==> src/rtl/core/fpec_pkg.sv <==
package fpec_pkg;

  localparam int NPLANES = 6;
  localparam int NCOEF   = 4;
  localparam int RAW_W   = 33;
  localparam int PLN_W   = 48;
  localparam int ACC_W   = 80;

  typedef enum logic [1:0] {
    OP_LOAD   = 2'd0,
    OP_POINT  = 2'd1,
    OP_SPHERE = 2'd2,
    OP_BOX    = 2'd3
  } op_e;

  localparam logic [1:0] LAST_COL = 2'd3;

  typedef logic [NCOEF-1:0][RAW_W-1:0] raw_vec_t;
  typedef logic [NCOEF-1:0][PLN_W-1:0] pln_vec_t;
  typedef logic [2:0][31:0]            xyz_t;

  typedef struct packed {
    logic done;
    logic deg;
  } norm_res_t;

  typedef struct packed {
    logic done;
    logic pass;
  } dot_res_t;

endpackage

==> src/rtl/core/fpec_dot.sv <==
module fpec_dot #(
  parameter int FRAC = 16
) (
  input  logic               clk_i,
  input  logic               rst_ni,
  input  logic               start_i,
  input  logic [1:0]         op_i,
  input  fpec_pkg::pln_vec_t pln_i,
  input  fpec_pkg::xyz_t     lo_i,
  input  fpec_pkg::xyz_t     hi_i,
  input  logic signed [fpec_pkg::ACC_W-1:0] limit_i,
  output fpec_pkg::dot_res_t res_o
);

  logic        busy_q;
  logic [3:0]  cnt_q;
  logic signed [fpec_pkg::ACC_W-1:0] acc_q;
  logic [55:0] prod_q;
  logic [78:0] t_q;
  logic        pass_q;
  logic        done_q;

  logic [1:0]  axis;
  logic signed [47:0] n;
  logic signed [31:0] pt;
  logic [46:0] nm;
  logic [31:0] pm;
  logic        neg;
  logic [23:0] mul_a;
  logic [78:0] tsh;

  always_comb begin
    axis  = cnt_q[3:2];
    n     = $signed(pln_i[axis]);
    pt    = (op_i == fpec_pkg::OP_BOX && n > 0) ? $signed(hi_i[axis]) : $signed(lo_i[axis]);
    nm    = n[47] ? 47'(-n) : n[46:0];
    pm    = pt[31] ? 32'(-pt) : pt;
    neg   = n[47] ^ pt[31];
    mul_a = (cnt_q[1:0] == 2'd0) ? nm[23:0] : {1'b0, nm[46:24]};
    tsh   = t_q >> FRAC;
  end

  always_ff @(posedge clk_i or negedge rst_ni) begin
    if (!rst_ni) begin
      busy_q <= 1'b0;
      done_q <= 1'b0;
      cnt_q  <= '0;
    end else begin
      done_q <= busy_q && (cnt_q == 4'd12);
      if (start_i && !busy_q) begin
        busy_q <= 1'b1;
        cnt_q  <= '0;
      end else if (busy_q) begin
        if (cnt_q == 4'd12) begin
          busy_q <= 1'b0;
        end else begin
          cnt_q <= cnt_q + 4'd1;
        end
      end
    end
  end

  always_ff @(posedge clk_i) begin
    if (start_i && !busy_q) begin
      acc_q <= fpec_pkg::ACC_W'($signed(pln_i[3]));
    end else if (busy_q) begin
      if (cnt_q == 4'd12) begin
        pass_q <= !(acc_q < limit_i);
      end else begin
        case (cnt_q[1:0])
          2'd0: prod_q <= mul_a * pm;
          2'd1: begin
            t_q    <= 79'(prod_q);
            prod_q <= mul_a * pm;
          end
          2'd2: t_q <= t_q + (79'(prod_q) << 24);
          default: begin
            if (neg) begin
              acc_q <= acc_q - $signed(fpec_pkg::ACC_W'(tsh));
            end else begin
              acc_q <= acc_q + $signed(fpec_pkg::ACC_W'(tsh));
            end
          end
        endcase
      end
    end
  end

  assign res_o.done = done_q;
  assign res_o.pass = pass_q;

endmodule

==> config.mk <==
export PLATFORM = sky130hd
export DESIGN_NAME = fpec_dot
export DESIGN_NICKNAME = d
export VERILOG_FILES = /design/src/rtl/core/fpec_pkg.sv /design/src/rtl/core/fpec_dot.sv
export SDC_FILE = /design/constraint.sdc
export NUM_CORES = 2
export LEC_CHECK = 0
export BUFFER_PORTS_ARGS = -buffer_cell sky130_fd_sc_hd__buf_2
export CAP_MARGIN = 40
export CORE_UTILIZATION = 25
export CTS_CLUSTER_SIZE = 25
export DETAILED_ROUTE_END_ITERATION = 12
export PLACE_DENSITY = 0.46
export SYNTH_ARGS = -nofsm -noshare
export SYNTH_HDL_FRONTEND = slang
export SYNTH_SLANG_ARGS = --single-unit
==> constraint.sdc <==
create_clock -name clk_i -period 19.3 [get_ports clk_i]
set_input_delay 3.86 -clock clk_i [delete_from_list [all_inputs] [get_ports clk_i]]
set_output_delay 3.86 -clock clk_i [all_outputs]
set_load 0.02 [all_outputs]
==> summary.txt <==
Layout
  – Layout cells sized above 1: 14.5%
  – Layout Utilization: 28.7%
  – Non-Filler Instances: 8536
  – Area growth syn-to-layout: 13.6%
  – Nets@finish: 7520
  – # fillers: 20800

Global routing
  – Largest net degree at the start of global routing: 96
  – Total GRT Usage: 19.5%
  – Number of global-route vias before repair: 44000
  – Global route total overflow: 0
  – Initial antenna violation count: 15
  – First-pass GRT wire length: 289 mm

Floorplan
  – Core region area: 0.193 sq mm
  – Floorplan row count: 161
  – Die area: 0.196 sq mm
  – DIE WIDTH: 443 um
  – I/O pin count: 471
  – Die H: 443 um
  – Initial Utilization: 25.2%

Min path
  – Hold crit path type: flop to flop
  – Worst hold start: prod_q[55]$_DFFE_PP_

Routing
  – DRT iter0 DRCs: 2791
  – Post-route ant nets: 0
  – DRC: 0
  – Routed len/inst: 22.6 um
  – Via count: 42100
  – Vias per cell: 4.93
  – DRT Pass-1 Iters: 5
  – Total wire length: 193 mm

Timing
  – Final setup vio count: 0
  – Period minus WS final: 15.73 ns
  – Worst Skew: 0.0452 ns
  – Slew HR: 33.3%
  – RSZ-0062 raised after global routing: false
  – Crit share post-route: 81.5%
  – Slew @ Worst Pin: 1.00 ns
  – Final hold violations: 0
  – Peak Freq: 63.6 MHz
  – Fin. max-slew vios: 0
  – Sum of negative setup slack: 0 ns
  – Worst hold slack: 0.555 ns

Critical path
  – Crit Path Class: input port to flop
  – Critical Path RT: 19.63 ns
  – FF-to-FF path depth: 39
  – Crit-path slowest cell: or4_1
  – Worst R2R End: prod_q[49]$_DFFE_PP_
  – Nature of the critical path endpoint: flop
  – Critical path peak fanout: 25
  – Setup crit start kind: input port
  – R2r setup slk: 5.43 ns
  – Setup crit start: pln_i[157]
  – Max incr delay on CP: 0.67 ns
  – R2R Path Start: cnt_q[2]$_DFFE_PN0P_
  – CP endpoint: prod_q[49]$_DFFE_PP_
  – Top cell by count, worst path: fa_1
  – Critical path arrival: 16.05 ns

Synth
  – Post-synth net total: 7176
  – Post-synthesis cell count: 5645
  – Most used DFF post-synth: edfxtp_1
  – Post-synth EDFFs: 200
  – Yosys cell types: 93
  – Syn. warnings: 0
  – Yosys reg bits: 206
  – Seq/Total Area, Yosys: 12.7%
  – Synth Area per Inst: 8.61 sq um
  – Asr flop ratio synth: 2.91%
  – Post-Syn Area: 0.0486 sq mm

CTS
  – CTS resizes: 0
  – Worst-case clock buffer depth: 3
  – # H-tree levels: 1
  – Sink Count: 206
  – CTS root buffer: clkbuf_16
  – Inserted Clock Buffers: 26
  – Postcts setup bufs: 0
  – Clk pin slew, worst setup/hold paths: 0.06 ns
  – CTS tree: built
  – Clock latency on the worst-skew pair: 0.59 ns
  – Hold Buf Count CTS: 0

Job
  – Max Cap Viol: 0

Placement
  – IO buf count: 470
  – Post-DP HPWL: 159 mm
  – Routability Congestion: 0.920
  – Placed Cells incl. Taps: 8487

Outcome
  – Status: finished clean
## worst max-delay path, delay by kind of cell
family	cells	cell delay, ns
adder cells (fa/ha/maj)	9	4.29
AO/OA/AOI/OAI	11	3.18
AND/OR/NAND/NOR	11	2.85
XOR/XNOR	2	0.66
buffers and inverters	5	0.59
multiplexers	1	0.58
## layout by cell type (no fill, tap or decap), types with 127 or more instances in the layout
master    instances
a21o_1          146
a21oi_1         296
buf_2           472
edfxtp_1        200
fa_1            660
ha_1            401
inv_1           848
nand2_1         616
nor2_1          576
o21ai_0         227
xnor2_1         127
xor2_1          139
## kinds of logic after synthesis
family / share of synthesized area (%)
adder cells (fa/ha/maj): 37.5
XOR/XNOR: 5.72
AND/OR/NAND/NOR: 16.1
AO/OA/AOI/OAI: 13.7
flip-flops: 12.7
multiplexers: 5.00
buffers and inverters: 9.31
## layout make-up
class	count	area (sq um)	area share, %
Tap cell	2526	3160	5.72
Antenna cell	1	2.50	0.00453
Multi-Input combinational cell	4311	38300	69.4
Clock inverter	22	205	0.371
Clock buffer	26	651	1.18
Timing Repair Buffer	594	3540	6.41
Inverter	850	3190	5.78
Sequential cell	206	6160	11.2
## flip-flops by register name, summed over array words and instances (netlist names)
register,flops
pass_q,1
busy_q,1
done_q,1
cnt_q,4
prod_q,56
acc_q,80
t_q,63
## per-layer routing
metal / track usage, % / wire, um / part of all wire [%] / vias up
met1: 26.4 / 86100 / 45 / 21100
met2: 32.7 / 90300 / 47 / 1390
met3: 2.25 / 10900 / 5.7 / 251
met4: 4.94 / 5810 / 3.0 / 4
li1: - / - / - / 19300
met5: 0 / 23 / 0.012 / -
## cell usage after synthesis, types with 10 or more instances
master | instances | area [sq um]
mux2i_1 | 88 | 881
o21bai_1 | 45 | 338
or4_1 | 20 | 150
nand2b_1 | 57 | 357
nand4_1 | 66 | 413
o41ai_1 | 13 | 114
o31ai_1 | 50 | 375
a21oi_1 | 301 | 1510
xnor2_2 | 12 | 195
nor2b_1 | 63 | 394
nand2_1 | 618 | 2320
xnor2_1 | 132 | 1160
inv_1 | 848 | 3180
and2_1 | 57 | 357
a31oi_1 | 40 | 250
nor4_1 | 20 | 125
o21ai_1 | 27 | 135
and4_1 | 11 | 96.3
mux4_2 | 47 | 1060
edfxtp_1 | 200 | 6010
clkbuf_1 | 176 | 661
xor2_1 | 152 | 1330
buf_2 | 52 | 260
nor2_1 | 576 | 2160
or3_1 | 32 | 200
buf_4 | 22 | 165
o21ai_0 | 230 | 1150
and3_1 | 23 | 144
o21a_1 | 29 | 218
a21o_1 | 146 | 1100
nor3_1 | 41 | 205
or2_2 | 25 | 156
o2bb2ai_1 | 10 | 87.6
buf_6 | 18 | 203
nand3_1 | 72 | 360
mux2_2 | 41 | 462
a211oi_1 | 21 | 158
ha_1 | 402 | 5030
o211ai_1 | 13 | 97.6
fa_1 | 660 | 13200
## through the flow
stage / cell area [sq um] / setup WS (ns)
after global placement: 53800 / 2.73
after global routing: 55200 / 2.73
after CTS: 55200 / 3.55
final: 55200 / 3.57
after floorplan: 48600 / 4.18
after detailed placement: 54400 / 2.92
## worst min-delay path by stage
stage          slack (ns)                end  cells past startpoint
2_1_floorplan        0.52  t_q[55]$_DFFE_PP_                      1
3_3_place_gp         0.56  t_q[55]$_DFFE_PP_                      1
3_5_place_dp         0.54  t_q[55]$_DFFE_PP_                      1
4_1_cts              0.56  t_q[55]$_DFFE_PP_                      1
5_1_grt              0.58  t_q[55]$_DFFE_PP_                      1
6_report             0.56  t_q[55]$_DFFE_PP_                      1
Power is not shown: default switching activity piles up to over one toggle a cycle in this logic, so the estimate is an artifact.
