## config.mk

```make
export PLATFORM = sky130hd
export DESIGN_NAME = fpec_norm
export DESIGN_NICKNAME = d
export VERILOG_FILES = /design/src/rtl/core/fpec_pkg.sv /design/src/rtl/core/fpec_norm.sv
export SDC_FILE = /design/constraint.sdc
export NUM_CORES = 2
export LEC_CHECK = 0
export BUFFER_PORTS_ARGS = -buffer_cell sky130_fd_sc_hd__buf_2
export CAP_MARGIN = 40
export CORE_AREA = 4 4 449 451
export DETAILED_ROUTE_END_ITERATION = 12
export DIE_AREA = 0 0 453 455
export HOLD_SLACK_MARGIN = 0.06
export MAX_ROUTING_LAYER = met4
export PLACE_DENSITY = 0.54
export SLEW_MARGIN = 20
export SYNTH_ARGS = -nofsm -noshare
export SYNTH_HDL_FRONTEND = slang
export SYNTH_SLANG_ARGS = --single-unit
```

## constraint.sdc

```tcl
create_clock -name clk_i -period 12.9 [get_ports clk_i]
set_input_delay 0.645 -clock clk_i [delete_from_list [all_inputs] [get_ports clk_i]]
set_output_delay 0.645 -clock clk_i [all_outputs]
set_load 0.005 [all_outputs]
```

## src/rtl/core/fpec_pkg.sv

```systemverilog
package fpec_pkg;

  localparam int NPLANES = 6;
  localparam int NCOEF   = 4;
  localparam int RAW_W   = 33;
  localparam int PLN_W   = 48;
  localparam int ACC_W   = 80;

  typedef enum logic [1:0] {
    OP_LOAD   = 2'd0,
    OP_POINT  = 2'd1,
    OP_SPHERE = 2'd2,
    OP_BOX    = 2'd3
  } op_e;

  localparam logic [1:0] LAST_COL = 2'd3;

  typedef logic [NCOEF-1:0][RAW_W-1:0] raw_vec_t;
  typedef logic [NCOEF-1:0][PLN_W-1:0] pln_vec_t;
  typedef logic [2:0][31:0]            xyz_t;

  typedef struct packed {
    logic done;
    logic deg;
  } norm_res_t;

  typedef struct packed {
    logic done;
    logic pass;
  } dot_res_t;

endpackage

```

## src/rtl/core/fpec_norm.sv

```systemverilog
module fpec_norm (
  input  logic               clk_i,
  input  logic               rst_ni,
  input  logic               start_i,
  input  fpec_pkg::raw_vec_t raw_i,
  output fpec_pkg::pln_vec_t pln_o,
  output fpec_pkg::norm_res_t res_o
);

  typedef enum logic [5:0] {
    N_IDLE = 6'b000001,
    N_SQ   = 6'b000010,
    N_CHK  = 6'b000100,
    N_SQRT = 6'b001000,
    N_DIV  = 6'b010000,
    N_DONE = 6'b100000
  } nstate_e;

  nstate_e state_q, state_d;
  logic [3:0][32:0] m_q;
  logic [3:0]       neg_q;
  logic [6:0]       cnt_q;
  logic [61:0]      prod_q;
  logic [63:0]      s_q;
  logic [33:0]      rem_q;
  logic [31:0]      root_q;
  logic [32:0]      r_q;
  logic [32:0]      dv_q;
  logic [46:0]      qt_q;
  logic             sat_q;
  logic [1:0]       ci_q;
  logic             deg_q;
  fpec_pkg::pln_vec_t res_q;

  logic [3:0][32:0] mag;
  logic [32:0]      mx;
  logic [1:0]       sh;
  logic [35:0]      rem_n;
  logic [33:0]      trial;
  logic [33:0]      r_n;
  logic             ge;
  logic [46:0]      q_fin;

  always_comb begin
    for (int i = 0; i < 4; i++) begin
      mag[i] = raw_i[i][32] ? 33'(-$signed(raw_i[i])) : raw_i[i];
    end
    mx = mag[0];
    if (mag[1] > mx) mx = mag[1];
    if (mag[2] > mx) mx = mag[2];
    sh = mx[32] ? 2'd2 : (mx[31] ? 2'd1 : 2'd0);
    rem_n = {rem_q, s_q[63:62]};
    trial = {root_q, 2'b01};
    r_n   = {r_q, (cnt_q < 7'd33) ? dv_q[32] : 1'b0};
    ge    = r_n >= {2'b00, root_q};
    q_fin = sat_q ? '1 : {qt_q[45:0], ge};
  end

  always_comb begin
    state_d = state_q;
    case (state_q)
      N_IDLE:  if (start_i) state_d = N_SQ;
      N_SQ:    if (cnt_q[1:0] == 2'd3) state_d = N_CHK;
      N_CHK:   state_d = (s_q == '0) ? N_DONE : N_SQRT;
      N_SQRT:  if (cnt_q == 7'd31) state_d = N_DIV;
      N_DIV:   if (cnt_q == 7'd64 && ci_q == 2'd3) state_d = N_DONE;
      N_DONE:  state_d = N_IDLE;
      default: state_d = N_IDLE;
    endcase
  end

  always_ff @(posedge clk_i or negedge rst_ni) begin
    if (!rst_ni) begin
      state_q <= N_IDLE;
      cnt_q   <= '0;
      ci_q    <= '0;
    end else begin
      state_q <= state_d;
      case (state_q)
        N_IDLE: begin
          cnt_q <= '0;
        end
        N_SQ: begin
          cnt_q <= (cnt_q[1:0] == 2'd3) ? 7'd0 : cnt_q + 7'd1;
        end
        N_SQRT: begin
          cnt_q <= (cnt_q == 7'd31) ? 7'd0 : cnt_q + 7'd1;
          ci_q  <= '0;
        end
        N_DIV: begin
          if (cnt_q == 7'd64) begin
            cnt_q <= '0;
            ci_q  <= ci_q + 2'd1;
          end else begin
            cnt_q <= cnt_q + 7'd1;
          end
        end
        default: cnt_q <= '0;
      endcase
    end
  end

  always_ff @(posedge clk_i) begin
    case (state_q)
      N_IDLE: begin
        if (start_i) begin
          for (int i = 0; i < 4; i++) begin
            m_q[i]   <= mag[i] >> sh;
            neg_q[i] <= raw_i[i][32];
          end
          s_q <= '0;
        end
      end
      N_SQ: begin
        if (cnt_q[1:0] != 2'd3) begin
          prod_q <= m_q[cnt_q[1:0]][30:0] * m_q[cnt_q[1:0]][30:0];
        end
        if (cnt_q[1:0] != 2'd0) begin
          s_q <= s_q + 64'(prod_q);
        end
      end
      N_CHK: begin
        deg_q  <= (s_q == '0);
        res_q  <= '0;
        rem_q  <= '0;
        root_q <= '0;
      end
      N_SQRT: begin
        if (rem_n >= 36'(trial)) begin
          rem_q  <= 34'(rem_n - 36'(trial));
          root_q <= {root_q[30:0], 1'b1};
        end else begin
          rem_q  <= rem_n[33:0];
          root_q <= {root_q[30:0], 1'b0};
        end
        s_q  <= s_q << 2;
        r_q  <= '0;
        dv_q <= m_q[0];
        qt_q <= '0;
        sat_q <= 1'b0;
      end
      N_DIV: begin
        if (cnt_q == 7'd64) begin
          res_q[ci_q] <= neg_q[ci_q] ? 48'(-$signed({1'b0, q_fin})) : {1'b0, q_fin};
          r_q   <= '0;
          dv_q  <= m_q[ci_q + 2'd1];
          qt_q  <= '0;
          sat_q <= 1'b0;
        end else begin
          r_q  <= ge ? 33'(r_n - {2'b00, root_q}) : r_n[32:0];
          dv_q <= dv_q << 1;
          qt_q <= {qt_q[45:0], ge};
          // Quotient bits at weight 2^47 and above mean the value saturates.
          if (ge && cnt_q < 7'd18) sat_q <= 1'b1;
        end
      end
      default: ;
    endcase
  end

  assign pln_o      = res_q;
  assign res_o.done = (state_q == N_DONE);
  assign res_o.deg  = deg_q;

endmodule

```

==> run_results.csv <==
group,metric,value,unit
drt,wirelength,209000,microns
final_layout,fin_nets,8676,
timing,fin_crit_sh,86.0,%
synthesis,syn-num-nets,8445,
setup_path,worst_ep_required_time,13.38,ns
timing,tightest_slew,0.958,ns
clock_network,htreeDepth,3,
drt,vias,52200,
timing,grt_setup_unrepaired,"no",
timing,slew_viol_final,0,
global_route,antenna_found_initial,1,
global_route,track_usage,20.8,%
drt,route.layer.met1.wl,88300,microns
min_path,worst_hold_path_type,"input pin to register",
place,hpwl,162000,microns
setup_path,crit_top_cell,"fa_1",
synthesis,synth_edf_count,633,
clock_network,clock_path_buffers,3,
synthesis,synth_cell_types,83,
timing,setup_viol,0,
place,io_buffers,328,
timing,hold_violations,0,
synthesis,seq_area_frac_synth,28.1,%
floorplanning,ios,329,
setup_path,crit_path_end_kind,"register",
final_layout,seqCellArea,19400,sq um
place,place.gp.congestion,0.917,
global_route,grt_max_degree,128,
floorplanning,core_area,197000,sq um
final_layout,layout_commonest_cell,"inv_1",
synthesis,yosysTopAreaCell,"edfxtp_1",
clock_network,insertion_delay,0.74,ns
setup_path,cp_max_fo,37,
drt,drt_drc_violations_left,0,
timing,slew_headroom,35.7,%
floorplanning,start_util,34.9,%
setup_path,max_stage_delay,0.78,ns
final_layout,drive_gt1_share,9.80,%
synthesis,ys_ff_latch,648,
drt,routed.top_layer,"met4",
timing,max_freq,90.1,MHz
min_path,whs_path_depth,5,
synthesis,synth_area,68900,sq um
clock_network,cts-root-buf,"clkbuf_16",
floorplanning,die-area,206000,sq um
final_layout,multi_input_area,44300,sq um
drt,wl_met2,99800,microns
clock_network,cts_tree,"yes",
pwr,p_per_area,69.3,nW/um^2
global_route,grt_pass1_wl,325000,microns
synthesis,synth.avg_cell_area,9.72,sq um
drt,postRouteAntennaNets,0,
drt,dr.pass1.iters,5,
floorplanning,fp.dieH,455,microns
drt,wl_met3,12300,microns
setup_path,worst-setup-path-type,"register to register",
clock_network,path_clk_slew,0.06,ns
timing,clock_skew,0.0765,ns
pwr,ir_drop,0.000139,V
status,status,"complete, no violations",
timing,min_period,11.10,ns
setup_path,start_kind,"register",
clock_network,numCtsBuffers,80,
synthesis,ys_top_cells_by_area,"edfxtp_1, fa_1, ha_1",
drt,wl_per_cell,20.9,microns
synthesis,async_flop_share,2.31,%
clock_network,cts_resized,0,
clock_network,clock_sinks,648,
flow_run,drv_cap,0,
final_layout,num-fill-cells,19600,
floorplanning,die_w,453,microns
synthesis,netlist_instances,7088,
synthesis,synth_top_area_share,27.6,%
global_route,grt_overflow,0,
setup_path,worst-r2r-cell-count,33,
final_layout,syn_to_final_growth,11.6,%
setup_path,crit_path_top_delay_cell,"dfrtp_4",
final_layout,mostFrequentLayoutCells,"inv_1, fa_1, nor2_1",
timing,setup_tns,0,ns
drt,drt_iter0_drc,3924,
final_layout,fin_util,39.0,%
setup_path,cp.arrival,11.58,ns
global_route,grt_pass1_vias,54100,
synthesis,synth_top_flop_cell,"edfxtp_1",
drt,routed_via_density,5.21,
synthesis,yosysWarnings,0,
floorplanning,placementRows,163,
pwr,cellLeakagePower,32.9,nW
==> synth_stat cells, types with 42 or more instances <==
| library cell | number |
|---|---|
| a211oi_1 | 90 |
| a21o_1 | 144 |
| a21oi_1 | 359 |
| and3_1 | 74 |
| clkbuf_1 | 257 |
| edfxtp_1 | 633 |
| fa_1 | 759 |
| ha_1 | 463 |
| inv_1 | 1081 |
| mux2i_1 | 303 |
| nand2_1 | 631 |
| nand3_1 | 44 |
| nand4_1 | 42 |
| nor2_1 | 719 |
| nor3_1 | 44 |
| o21a_1 | 53 |
| o21ai_0 | 320 |
| o31ai_1 | 44 |
| xnor2_1 | 261 |
| xor2_1 | 68 |
==> metrics by stage <==
stage / instances / area [sq um] / setup WS, ns / hold slack [ns] / power [mW]
6_report: 10000 / 76900 / 1.80 / 0.422 / 5.33
2_1_floorplan: 7088 / 68900 / 3.61 / 0.349 / 2.86
3_5_place_dp: 9866 / 74000 / 1.88 / 0.571 / 3.02
5_1_grt: 10000 / 76900 / 1.50 / 0.450 / 5.55
4_1_cts: 10000 / 76700 / 1.91 / 0.368 / 5.38
3_3_place_gp: 9827 / 73400 / 1.77 / 0.545 / 3.00
==> layout make-up <==
cell class,count,area share [%]
Clock inverter,50,0.813
Sequential cell,648,25.2
Timing Repair Buffer,470,4.00
Clock buffer,99,2.73
Multi-Input combinational cell,5027,57.6
Tap cell,2640,4.30
Inverter,1092,5.33
Antenna cell,1,0.00325
==> repair_timing <==
item,in CTS,in global routing
buffers inserted,0,0
hold buffers,1,0
endpoints found under the hold margin,14,0
==> final timing paths <==
kind,to,slack [ns],from
min reg2reg,state_q[0],0.58,state_q[0]
min in group asynchronous,cnt_q[5],0.52,rst_ni
max,prod_q[61],1.80,cnt_q[0]
max in group asynchronous,state_q[0],12.06,rst_ni
max reg2reg,prod_q[61],1.80,cnt_q[0]
min,m_q[0],0.42,raw_i[0]
==> flip-flops by register name (all words and copies together), names as in the netlist <==
signal,flops
cnt_q,7
root_q,32
rem_q,34
ci_q,2
dv_q,33
pln_o,192
qt_q,46
neg_q,4
state_q,6
r_q,33
deg_q,1
sat_q,1
s_q,64
prod_q,61
m_q,132
==> critical path: cells and delay by family, from the launching register on <==
family	cells	cell delay (ns)
and+or+nand+nor	3	0.78
DFF	1	0.78
muxes	1	0.26
adders and majority gates	9	4.22
xor gates and xnor gates	2	0.20
AOI/OAI and AO/OA	11	2.70
buffers and inverters	7	1.86
==> layer usage <==
| metal | GRT usage (%) | vias up |
|---|---|---|
| li1 | - | 24300 |
| met1 | 26.4 | 25900 |
| met2 | 34.2 | 1585 |
| met3 | 2.94 | 393 |
| met4 | 7.18 | 0 |
| met5 | - | - |
==> power by group <==
| part | internal [mW] | switching, mW | leakage, nW |
|---|---|---|---|
| combinational | 0.283 | 0.384 | 26.1 |
| sequential | 2.32 | 0 | 5.57 |
| clock | 1.34 | 1.00 | 1.31 |
| total | 3.94 | 1.39 | 32.9 |
==> cell families (layout without fill, tap and decap cells) <==
kind of cell             Yosys count  after routing  share of synthesized area [%]
other                              0              1                              0
AO/OA/AOI/OAI                   1305           1305                           11.8
buffers and inverters           1413           1711                           7.84
AND/OR/NAND/NOR                 1796           1796                           11.4
multiplexers                     374            374                           6.12
adder cells (fa/ha/maj)         1223           1223                           30.5
XOR/XNOR                         329            329                           4.18
flip-flops                       648            648                           28.1
Power figures use the tool's default switching activity.
