## src/rtl/core/fpec_pkg.sv

```systemverilog
package fpec_pkg;

  localparam int NPLANES = 6;
  localparam int NCOEF   = 4;
  localparam int RAW_W   = 33;
  localparam int PLN_W   = 48;
  localparam int ACC_W   = 80;

  typedef enum logic [1:0] {
    OP_LOAD   = 2'd0,
    OP_POINT  = 2'd1,
    OP_SPHERE = 2'd2,
    OP_BOX    = 2'd3
  } op_e;

  localparam logic [1:0] LAST_COL = 2'd3;

  typedef logic [NCOEF-1:0][RAW_W-1:0] raw_vec_t;
  typedef logic [NCOEF-1:0][PLN_W-1:0] pln_vec_t;
  typedef logic [2:0][31:0]            xyz_t;

  typedef struct packed {
    logic done;
    logic deg;
  } norm_res_t;

  typedef struct packed {
    logic done;
    logic pass;
  } dot_res_t;

endpackage

```

## src/rtl/core/fpec_cell.sv

```systemverilog
module fpec_cell #(
  parameter int PLANE = 0
) (
  input  logic              clk_i,
  input  logic              rst_ni,
  input  logic              load_i,
  input  logic [1:0]        col_i,
  input  logic [31:0]       val_x_i,
  input  logic [31:0]       val_d_i,
  input  logic              shift_i,
  input  fpec_pkg::raw_vec_t raw_i,
  input  fpec_pkg::pln_vec_t pln_i,
  output fpec_pkg::raw_vec_t raw_o,
  output fpec_pkg::pln_vec_t pln_o
);

  localparam bit SUB = (PLANE % 2) == 1;

  fpec_pkg::raw_vec_t raw_q;
  fpec_pkg::pln_vec_t pln_q;
  logic signed [fpec_pkg::RAW_W-1:0] coef;

  // Even planes take row 3 plus the axis row, odd planes row 3 minus it.
  always_comb begin
    if (SUB) begin
      coef = $signed({val_d_i[31], val_d_i}) - $signed({val_x_i[31], val_x_i});
    end else begin
      coef = $signed({val_d_i[31], val_d_i}) + $signed({val_x_i[31], val_x_i});
    end
  end

  always_ff @(posedge clk_i or negedge rst_ni) begin
    if (!rst_ni) begin
      raw_q <= '0;
      pln_q <= '0;
    end else if (load_i) begin
      raw_q[col_i] <= coef;
    end else if (shift_i) begin
      raw_q <= raw_i;
      pln_q <= pln_i;
    end
  end

  assign raw_o = raw_q;
  assign pln_o = pln_q;

endmodule

```

## config.mk

```make
export PLATFORM = sky130hd
export DESIGN_NAME = fpec_cell
export DESIGN_NICKNAME = d
export VERILOG_FILES = /design/src/rtl/core/fpec_pkg.sv /design/src/rtl/core/fpec_cell.sv
export SDC_FILE = /design/constraint.sdc
export NUM_CORES = 1
export LEC_CHECK = 0
export BUFFER_PORTS_ARGS = -buffer_cell sky130_fd_sc_hd__buf_2
export CAP_MARGIN = 20
export CORE_AREA = 2 2 280 282
export DETAILED_ROUTE_END_ITERATION = 6
export DIE_AREA = 0 0 282 284
export PLACE_DENSITY_LB_ADDON = 0.08
export SETUP_SLACK_MARGIN = 0.02
export SYNTH_ARGS = -nofsm -noshare
export SYNTH_HDL_FRONTEND = slang
export SYNTH_SLANG_ARGS = --single-unit
```

## constraint.sdc

```tcl
create_clock -name clk_i -period 1.2 [get_ports clk_i]
set_clock_uncertainty 0.05 [all_clocks]
set_input_delay 0.24 -clock clk_i [delete_from_list [all_inputs] [get_ports clk_i]]
set_output_delay 0.24 -clock clk_i [all_outputs]
set_load 0.005 [all_outputs]
```

==> flow_metrics.py, run 1 <==
metrics = {
    "outcome": {
        "status": "complete, but fails checks",
        "violations": "setup timing",
    },
    "yosys": {
        "yosys.area.top_type": "dfrtp_1",
        "syn_inst": 1608,
        "dominantRegCellSynth": "dfrtp_1",
        "synth_top_area_share_pct": 55.8,
        "ys_seq_area_share_pct": 55.8,
        "synth_compound_area_share_pct": 15.9,
        "synth.net_count": 2035,
        "ys_ff_latch": 324,
        "synth_top_cells_by_area": "dfrtp_1 (56%), nand2_1 (16%), a21oi_1 (3.4%)",
        "synth_top_family_by_area": "simple AND/OR/NAND/NOR gates",
        "synthMuxAreaShare_pct": 0.0776,
        "async_flop_share_pct": 100,
        "synth-simple-area-share_pct": 20.9,
        "synth_warnings": 0,
        "ys_types": 64,
        "synth_edf_count": 0,
        "netlist_area_um2": 14500,
        "synth_area_per_cell_um2": 9.03,
        "synthXorXnorAreaFrac_pct": 1.73,
        "synthAdderAreaFrac_pct": 2.90,
    },
    "route": {
        "drtPass1Iterations": 5,
        "drc_errors": 0,
        "drt-initial-drc-count": 688,
        "via_per_inst": 4.24,
        "num_vias": 17355,
        "wire_per_inst_um": 19.2,
        "wl_mm": 78.6,
        "antenna_left": 0,
    },
    "setup_path": {
        "cpMostUsedCell": "buf_6",
        "crit_slowest_cell": "fa_2",
        "crit_type": "in2reg",
        "crit_required_ns": 1.59,
        "crit_family": "compound AO/OA/AOI/OAI gates",
        "cp-end-kind": "flop",
        "cpPeakStageDelay_ns": 0.42,
        "critPathLaunchType": "input port",
        "path_buf_inv": 5,
        "crit_chain": "buf_6 > ha_4 > inv_2 > fa_2 > nor2b_4 > o2111ai_4 > a21oi_4 > nor3b_4 > buf_4 > o211a_4 > buf_6 > buf_6 > xor2_4 > o21ai_1",
        "crit_fanout": 4,
        "arrival_ns": 2.53,
    },
    "sta": {
        "rsz0062_at_grt": "yes",
        "slew_headroom_pct": 59.5,
        "slew_violations": 0,
        "max_freq_ghz": 0.468,
        "finalHoldViolations": 0,
        "fin_crit_sh_pct": 178,
        "hold_ws_ns": 0.0434,
        "final-setup-viol-count": 444,
        "worstMarginPinSlew_ns": 0.606,
        "fin_ws_ns": -0.937,
        "finalCriticalPeriod_ns": 2.14,
    },
    "cts": {
        "htree_num_levels": 2,
        "cts_root_buf": "clkbuf_16",
        "cts.sinks": 324,
        "cts_buffers": 42,
        "clk_pin_slew_ns": 0.06,
        "clk_latency_ns": 0.57,
        "ctsLongestPathBuffers": 3,
        "cts_tree": "yes",
    },
    "cells_and_area": {
        "final_cells": 4095,
        "final_area_um2": 29100,
        "fin_nets": 3445,
        "syn_to_final_growth_pct": 100,
        "drive_gt1_share_pct": 45.5,
        "fin_util_pct": 37.8,
        "n_fill_cell": 7981,
    },
    "die": {
        "start_util_pct": 18.9,
        "ios": 718,
        "die_h_um": 284,
        "core_area_um2": 77000,
        "die_area_um2": 80100,
        "num_rows": 102,
        "die_x_um": 282,
    },
    "grt": {
        "grt_pass1_vias": 18234,
        "grt_max_degree": 69,
        "grt_overflow": 0,
        "grt_pass1_wl_mm": 113,
        "grt_use_total_pct": 18.8,
        "antenna_found_initial": 13,
    },
    "placement": {
        "placed_cell_area_um2": 21800,
        "place_congestion": 0.860,
        "dp_hpwl_mm": 61.1,
        "dp.cells": 3534,
        "port_buffers": 717,
    },
    "power": {
        "fin_total_pwr_w": 0.0382,
        "cellPowerDensity_nw_per_um2": 1310,
        "leakagePower_nw": 14.6,
        "vdd_drop_max_v": 0.000881,
    },
    "hold_path": {
        "hp-class": "in2reg",
    },
    "run": {
        "cap_violations": 0,
    },
}
## worst paths after layout
check | from | endpoint | slack (ns) | cells past startpoint
max | val_d_i[0] | raw_o[49] | -0.94 | 14
min | raw_i[117] | raw_o[117] | 0.04 | 4
max in group asynchronous | rst_ni | pln_o[190] | 0.30 | 3
min reg2reg | pln_o[122] | pln_o[122] | 0.42 | 2
max reg2reg | raw_o[33] | raw_o[33] | 0.04 | 6
min in group asynchronous | rst_ni | pln_o[17] | 0.07 | 2
## per-layer routing
metal | up-vias | wire length, um | global-route usage, %
met1 | 8415 | 31700 | 22.3
met4 | 14 | 2180 | 5.88
li1 | 8266 | - | -
met2 | 538 | 39600 | 33.1
met5 | - | 93 | 0
met3 | 122 | 5010 | 4.40
## Yosys cell counts (all sizes together), types with 2 or more instances
cell type,instances
a22o,4
nor3,16
nand3,9
nand4,9
nand2,626
nor2b,4
a211o,2
nor2,43
o22ai,18
or3,14
a31oi,3
o21bai,4
o21a,3
dfrtp,324
a2111oi,2
clkbuf,83
a221oi,5
nor4,3
a211oi,8
xor2,13
a22oi,60
xnor2,14
o31ai,5
nor3b,2
a21o,13
a21oi,100
nand2b,4
ha,32
a32oi,2
inv,10
or2,2
o211a,2
buf,8
o21ai,128
o211ai,4
o2111ai,2
and3,16
## report_power, final
| part | switching (W) | internal [W] | leakage, nW | total (W) |
|---|---|---|---|---|
| registers | 0.000976 | 0.0125 | 3.94 | 0.0135 |
| clock network | 0.00521 | 0.00763 | 0.685 | 0.0128 |
| logic | 0.00556 | 0.00632 | 10.0 | 0.0119 |
| total | 0.0117 | 0.0265 | 14.6 | 0.0382 |
## cell type report
type	instances	area (um^2)	area share [%]
inverter	10	43.8	0.151
timing repair buffer	1457	11100	38.1
multi-input combinational	1183	7150	24.6
clock inverter	14	151	0.521
clock buffer	61	1240	4.28
antenna	6	15.0	0.0516
sequential	324	8110	27.9
tap	1040	1300	4.47
## cells in the final DEF, fill, tap and decap left out, drive strengths merged, types with 4 or more instances in the layout
cell type	Yosys	final
a221oi	5	5
nand2	626	626
nand3	9	9
nor2b	4	4
o211ai	4	4
a21o	13	13
clkbuf	83	61
nand4	9	9
a22oi	60	60
xor2	13	13
nand2b	4	4
clkinv	0	10
o31ai	5	5
dlygate4sd3	0	324
ha	32	32
nor2	43	43
or3	14	14
dfrtp	324	324
buf	8	1133
inv	10	9
and3	16	16
xnor2	14	14
a22o	4	4
a211oi	8	8
o21bai	4	4
o21ai	128	128
nor3	16	16
o22ai	18	18
a21oi	100	100
diode	0	6
## timing repair
action,4_1_cts,5_1_grt
setup endpoints to repair,444,474
endpoints found under the hold margin,647,0
setup buffers,81,88
gates resized for setup,233,89
pin swaps,77,55
hold buffers,324,0
## worst reg2reg max path, stage by stage (launching register included)
cell and delay, ns:
dfrtp_1 0.39, buf_4 0.14, buf_4 0.12, nor2_1 0.12, o21ai_0 0.10, o21ai_1 0.08
a21oi_1 0.05
## flip-flops by register name, summed over array words and instances (netlist names)
| signal | flops |
|---|---|
| pln_o | 192 |
| raw_o | 132 |
## kinds of logic after synthesis
logic type,count (synthesis)
flops,324
simple gates,751
xor+xnor,27
mux,1
compound gates,371
fa+ha+maj,33
buf+inv,101
## metrics by stage
step                setup WS, ns  setup TNS, ns
detailed placement         -1.66        -237.75
CTS                       -0.869        -135.42
finish                    -0.937        -127.68
global placement           -1.58        -235.10
global route              -0.981        -148.78
floorplan                  -1.02         -95.03
Power figures use the tool's default switching activity.
==> inputs of run 2 (changes only) <==
--- a/config.mk
+++ b/config.mk
@@ -10,7 +10,7 @@
 export CORE_AREA = 2 2 280 282
 export DETAILED_ROUTE_END_ITERATION = 6
 export DIE_AREA = 0 0 282 284
-export PLACE_DENSITY_LB_ADDON = 0.08
+export PLACE_DENSITY_LB_ADDON = 0.3
 export SETUP_SLACK_MARGIN = 0.02
 export SYNTH_ARGS = -nofsm -noshare
 export SYNTH_HDL_FRONTEND = slang
==> flow_metrics.py, run 2 (same netlist as run 1, synthesis figures left out) <==
metrics = {
    "setup_path": {
        "reg2reg_from": "raw_o[130]",
        "crit_slowest_cell": "fa_2",
        "crit_fanout": 5,
        "cpMostUsedCell": "buf_4",
        "crit_required_ns": 1.63,
        "r2r_end": "raw_o[130]",
        "worst-r2r-setup-slack_ns": 0.01,
        "path_buf_inv": 4,
        "crit_chain": "buf_6 > ha_4 > inv_2 > fa_2 > nor2b_4 > o2111ai_4 > a21oi_4 > nor3b_4 > buf_4 > o211a_4 > buf_4 > o31a_1 > o21ai_1",
        "arrival_ns": 2.50,
        "crit_family": "compound AO/OA/AOI/OAI gates",
        "crit_type": "in2reg",
        "cpPeakStageDelay_ns": 0.42,
        "critPathLaunchType": "input port",
        "cp-end-kind": "flop",
        "r2r_cells": 4,
    },
    "outcome": {
        "violations": "setup timing",
        "status": "complete, but fails checks",
    },
    "grt": {
        "grt_pass1_vias": 17411,
        "grt_pass1_wl_mm": 105,
        "met1_usage_pct": 21.0,
        "grt_busiest_layer": "met2",
        "grt_util_met3_pct": 3.32,
        "antenna_found_initial": 4,
        "gr-usage-met2_pct": 29.6,
        "grt_use_total_pct": 17.3,
        "grt_max_degree": 39,
        "grt_overflow": 0,
    },
    "route": {
        "antenna_left": 0,
        "drt-initial-drc-count": 761,
        "drc_errors": 0,
        "via_per_inst": 4.27,
        "wire_per_inst_um": 18.2,
        "wl_mm": 74.0,
        "num_vias": 17391,
        "drtPass1Iterations": 5,
    },
    "sta": {
        "slew_violations": 0,
        "fin_crit_sh_pct": 173,
        "final-setup-viol-count": 447,
        "worstMarginPinSlew_ns": 0.528,
        "finalHoldViolations": 0,
        "slew_headroom_pct": 64.8,
        "rsz0062_at_grt": "yes",
        "fin_ws_ns": -0.871,
        "finalCriticalPeriod_ns": 2.07,
        "setup_tns_ns": -129.09,
        "max_freq_ghz": 0.483,
    },
    "cells_and_area": {
        "largest_reg_flops": 192,
        "final_area_um2": 28500,
        "layout_common_cells": "buf_2 (684), nand2_1 (617), buf_4 (342), dlygate4sd3_1 (322), dfrtp_1 (322)",
        "drive_gt1_share_pct": 44.8,
        "syn_to_final_growth_pct": 96.4,
        "final_common_cell": "buf_2",
        "fin_nets": 3433,
    },
    "die": {
        "ios": 718,
        "core_area_um2": 77000,
        "num_rows": 102,
        "die_x_um": 282,
        "die_h_um": 284,
        "die_area_um2": 80100,
        "start_util_pct": 18.9,
    },
    "power": {
        "cellPowerDensity_nw_per_um2": 1320,
        "leakagePower_nw": 14.5,
        "vdd_drop_max_v": 0.000739,
    },
    "hold_path": {
        "min_path_cells": 4,
        "hp-class": "in2reg",
        "holdCritStartpoint": "raw_i[78]",
        "whs_endpoint": "raw_o[78]",
    },
    "cts": {
        "clk_latency_ns": 0.54,
        "ctsLongestPathBuffers": 3,
        "cts.sinks": 324,
        "cts_tree": "yes",
        "htree_num_levels": 2,
        "cts_root_buf": "clkbuf_16",
        "cts_buffers": 39,
        "clk_pin_slew_ns": 0.06,
    },
    "placement": {
        "dp_hpwl_mm": 55.5,
        "place_congestion": 0.878,
        "placed_cell_area_um2": 21800,
        "port_buffers": 717,
    },
    "run": {
        "cap_violations": 0,
    },
}
[run 2: cell count changes in the layout (fill, tap and decap cells not counted), moves of 5 or more]
| cell | previous run | this run |
|---|---|---|
| a21oi_1 | 52 | 57 |
| diode_2 | 6 | 1 |
| o21ai_1 | 54 | 61 |
| buf_2 | 640 | 684 |
| buf_6 | 109 | 62 |
[run 2: area by class of cell]
| type | instances | area [um^2] |
|---|---|---|
| clock inverter | 13 | 230 |
| multi-input combinational | 1183 | 7030 |
| clock buffer | 55 | 1130 |
| timing repair buffer | 1448 | 10700 |
| tap | 1040 | 1300 |
| sequential | 324 | 8110 |
| antenna | 1 | 2.50 |
| inverter | 10 | 43.8 |
| fill | 7804 | 48400 |
[run 2: metrics by stage]
step	instances	hold WS [ns]	total power, W	util [%]	setup slack, ns
detailed placement	3539	0.0291	0.0222	28.4	-1.60
floorplan	1608	-0.106	0.0168	-	-1.02
global placement	3539	0.0315	0.0222	28.4	-1.61
global route	4074	0.0243	0.0393	37.0	-0.923
finish	4074	0.0272	0.0375	37.0	-0.871
CTS	3998	0.0114	0.0371	35.9	-0.810
[run 2: timing repair]
action / in CTS / in global routing
setup endpoints to repair: 453 / 451
gates resized for setup: 159 / 80
pin swaps: 60 / 43
endpoints found under the hold margin: 645 / 0
hold buffers: 322 / 0
setup buffers: 72 / 81
[run 2: power breakdown]
group          internal [W]  total [W]  switching (W)
combinational       0.00593     0.0114        0.00543
clock               0.00783     0.0127        0.00486
sequential           0.0125     0.0135       0.000955
[run 2: layer usage]
layer / vias up / part of all wire [%] / routed length, um
met5: - / 0.028 / 21
met4: 4 / 3.6 / 2660
met3: 129 / 6.2 / 4590
met2: 706 / 48 / 35600
met1: 8317 / 42 / 31100
li1: 8235 / - / -
[run 2: how the worst max path moves through the flow]
stage	cells after the start	start	slack, ns	endpoint
2_1_floorplan	11	val_x_i[0]	-1.02	raw_o[123]
3_3_place_gp	12	val_x_i[0]	-1.61	raw_o[129]
3_5_place_dp	12	val_x_i[0]	-1.60	raw_o[129]
4_1_cts	13	val_x_i[0]	-0.81	raw_o[123]
5_1_grt	13	val_x_i[0]	-0.92	raw_o[123]
6_report	13	val_x_i[0]	-0.87	raw_o[51]
[run 2: tightest hold or removal path: cells and delay by family]
kind | cells | cell delay, ns
compound gates | 2 | 0.12
buf+inv | 2 | 0.23
==> inputs of run 3 (changes only) <==
--- a/config.mk
+++ b/config.mk
@@ -10,6 +10,7 @@
 export CORE_AREA = 2 2 280 282
 export DETAILED_ROUTE_END_ITERATION = 6
 export DIE_AREA = 0 0 282 284
+export GPL_TIMING_DRIVEN = 0
 export PLACE_DENSITY_LB_ADDON = 0.3
 export SETUP_SLACK_MARGIN = 0.02
 export SYNTH_ARGS = -nofsm -noshare
==> constraint.sdc (replaced) <==
create_clock -name clk_i -period 1.2 [get_ports clk_i]
set_clock_uncertainty 0.05 [all_clocks]
set_input_delay 0.06 -clock clk_i [delete_from_list [all_inputs] [get_ports clk_i]]
set_output_delay 0.06 -clock clk_i [all_outputs]
set_load 0.005 [all_outputs]
==> flow_metrics.py, run 3 (same netlist as run 1, synthesis figures left out) <==
metrics = {
    "outcome": {
        "status": "complete, but fails checks",
        "violations": "hold timing, setup timing",
    },
    "cts": {
        "cts_root_buf": "clkbuf_16",
        "cts.sinks": 324,
        "clk_latency_ns": 0.55,
        "clk_pin_slew_ns": 0.06,
        "cts_tree": "yes",
        "hold_buffers": 330,
        "htree_num_levels": 2,
        "ctsLongestPathBuffers": 3,
        "cts_buffers": 41,
    },
    "sta": {
        "setup_tns_ns": -58.22,
        "max_freq_ghz": 0.512,
        "fin_crit_sh_pct": 163,
        "rsz0062_at_grt": "yes",
        "finalCriticalPeriod_ns": 1.95,
        "slew_headroom_pct": 31.4,
        "worstMarginPinSlew_ns": 1.03,
        "final-setup-viol-count": 132,
        "slew_violations": 0,
        "finalHoldViolations": 38,
        "hold_ws_ns": -0.0505,
        "fin_ws_ns": -0.754,
    },
    "setup_path": {
        "arrival_ns": 2.30,
        "crit_family": "compound AO/OA/AOI/OAI gates",
        "cp_num_cells": 14,
        "path_buf_inv": 4,
        "crit_chain": "buf_8 > ha_4 > inv_2 > fa_2 > nor2b_4 > o2111ai_4 > a21oi_4 > buf_6 > a221oi_4 > buf_6 > nor3_4 > a21oi_4 > xor2_4 > o21ai_1",
        "cp-end-kind": "flop",
        "crit_slowest_cell": "fa_2",
        "r2r_cells": 4,
        "critPathLaunchType": "input port",
        "crit_fanout": 4,
        "reg2reg_from": "raw_o[130]",
        "startpoint": "val_x_i[0]",
        "cpPeakStageDelay_ns": 0.42,
        "crit_required_ns": 1.55,
        "crit_type": "in2reg",
    },
    "die": {
        "start_util_pct": 18.9,
        "die_area_um2": 80100,
        "core_area_um2": 77000,
        "ios": 718,
        "num_rows": 102,
        "die_x_um": 282,
        "die_h_um": 284,
    },
    "route": {
        "drtPass1Iterations": 5,
        "drc_errors": 0,
        "num_vias": 17158,
        "via_per_inst": 4.30,
        "antenna_left": 0,
        "drt-initial-drc-count": 921,
        "wl_mm": 79.9,
        "wire_per_inst_um": 20.1,
    },
    "power": {
        "fin_total_pwr_w": 0.0376,
        "vdd_drop_max_v": 0.000868,
        "cellPowerDensity_nw_per_um2": 1350,
        "leakagePower_nw": 13.9,
    },
    "hold_path": {
        "hp-class": "in2async",
    },
    "cells_and_area": {
        "final_common_cell": "buf_2",
        "fin_nets": 3337,
        "fin_util_pct": 36.1,
        "drive_gt1_share_pct": 42.9,
        "n_fill_cell": 7798,
        "largest_reg_flops": 192,
        "syn_to_final_growth_pct": 91.6,
        "layout_common_cells": "buf_2 (675), nand2_1 (616), dlygate4sd3_1 (329), dfrtp_1 (324), buf_4 (185)",
    },
    "placement": {
        "port_buffers": 716,
        "dp_hpwl_mm": 58.2,
        "place_congestion": 0.858,
        "pre_cts_ws_ns": -1.74,
    },
    "grt": {
        "grt_pass1_wl_mm": 111,
        "antenna_found_initial": 15,
        "grt_use_total_pct": 18.6,
        "grt_max_degree": 111,
        "grt_overflow": 0,
        "grt_pass1_vias": 17205,
    },
    "run": {
        "cap_violations": 0,
    },
}
[run 3: changes by cell type in the layout (fill, tap and decap cells not counted), sizes merged]
| cell | before | now |
|---|---|---|
| dlygate4sd3 | 322 | 329 |
| buf | 1126 | 948 |
| clkbuf | 55 | 132 |
| clkinv | 3 | 9 |
| clkinvlp | 1 | 2 |
| diode | 1 | 6 |
| bufinv | 6 | 3 |
| inv | 13 | 10 |
[run 3: where the power goes]
part / internal [W] / leakage, nW / switching (W)
clock: 0.00763 / 0.674 / 0.00516
sequential: 0.0125 / 3.94 / 0.000883
combinational: 0.00575 / 9.30 / 0.00562
total: 0.0259 / 13.9 / 0.0117
[run 3: final timing paths]
path | endpoint | slack, ns
min reg2reg | pln_o[171] | 0.42
min in group clk_i | raw_o[57] | 0.01
max reg2reg | raw_o[130] | 0.03
max in group asynchronous | pln_o[52] | 0.21
max | raw_o[96] | -0.75
min | pln_o[31] | -0.05
[run 3: metrics by stage]
stage                     cell area [um^2]  std cells
after floorplan                      15000       1608
after global placement               19900       3364
after detailed placement             20000       3369
after CTS                            26600       3894
after global routing                 27800       3984
final                                27800       3986
[run 3: per-layer routing]
metal / share of wire (%) / GRT usage (%) / up-vias
li1: - / - / 8072
met1: 39 / 21.8 / 8252
met2: 49 / 32.2 / 680
met3: 8.0 / 5.26 / 140
met4: 3.7 / 6.91 / 14
met5: 0.12 / 0 / -
[run 3: layout make-up]
type	instances	area (um^2)	share of cell area [%]
Timing Repair Buffer	1261	9040	32.5
Sequential cell	324	8110	29.1
Multi-Input combinational cell	1183	7250	26.1
Tap cell	1040	1300	4.68
Clock buffer	59	1210	4.34
Buffer	89	691	2.48
Clock inverter	14	159	0.571
Inverter	10	41.3	0.148
Antenna cell	6	15.0	0.0540
[run 3: repair_timing]
item | 4_1_cts | 5_1_grt
endpoints found under the hold margin | 648 | 38
gates resized for setup | 214 | 134
buffers inserted | 123 | 91
pin swaps | 53 | 47
setup endpoints to repair | 648 | 646
cloned | 0 | 2
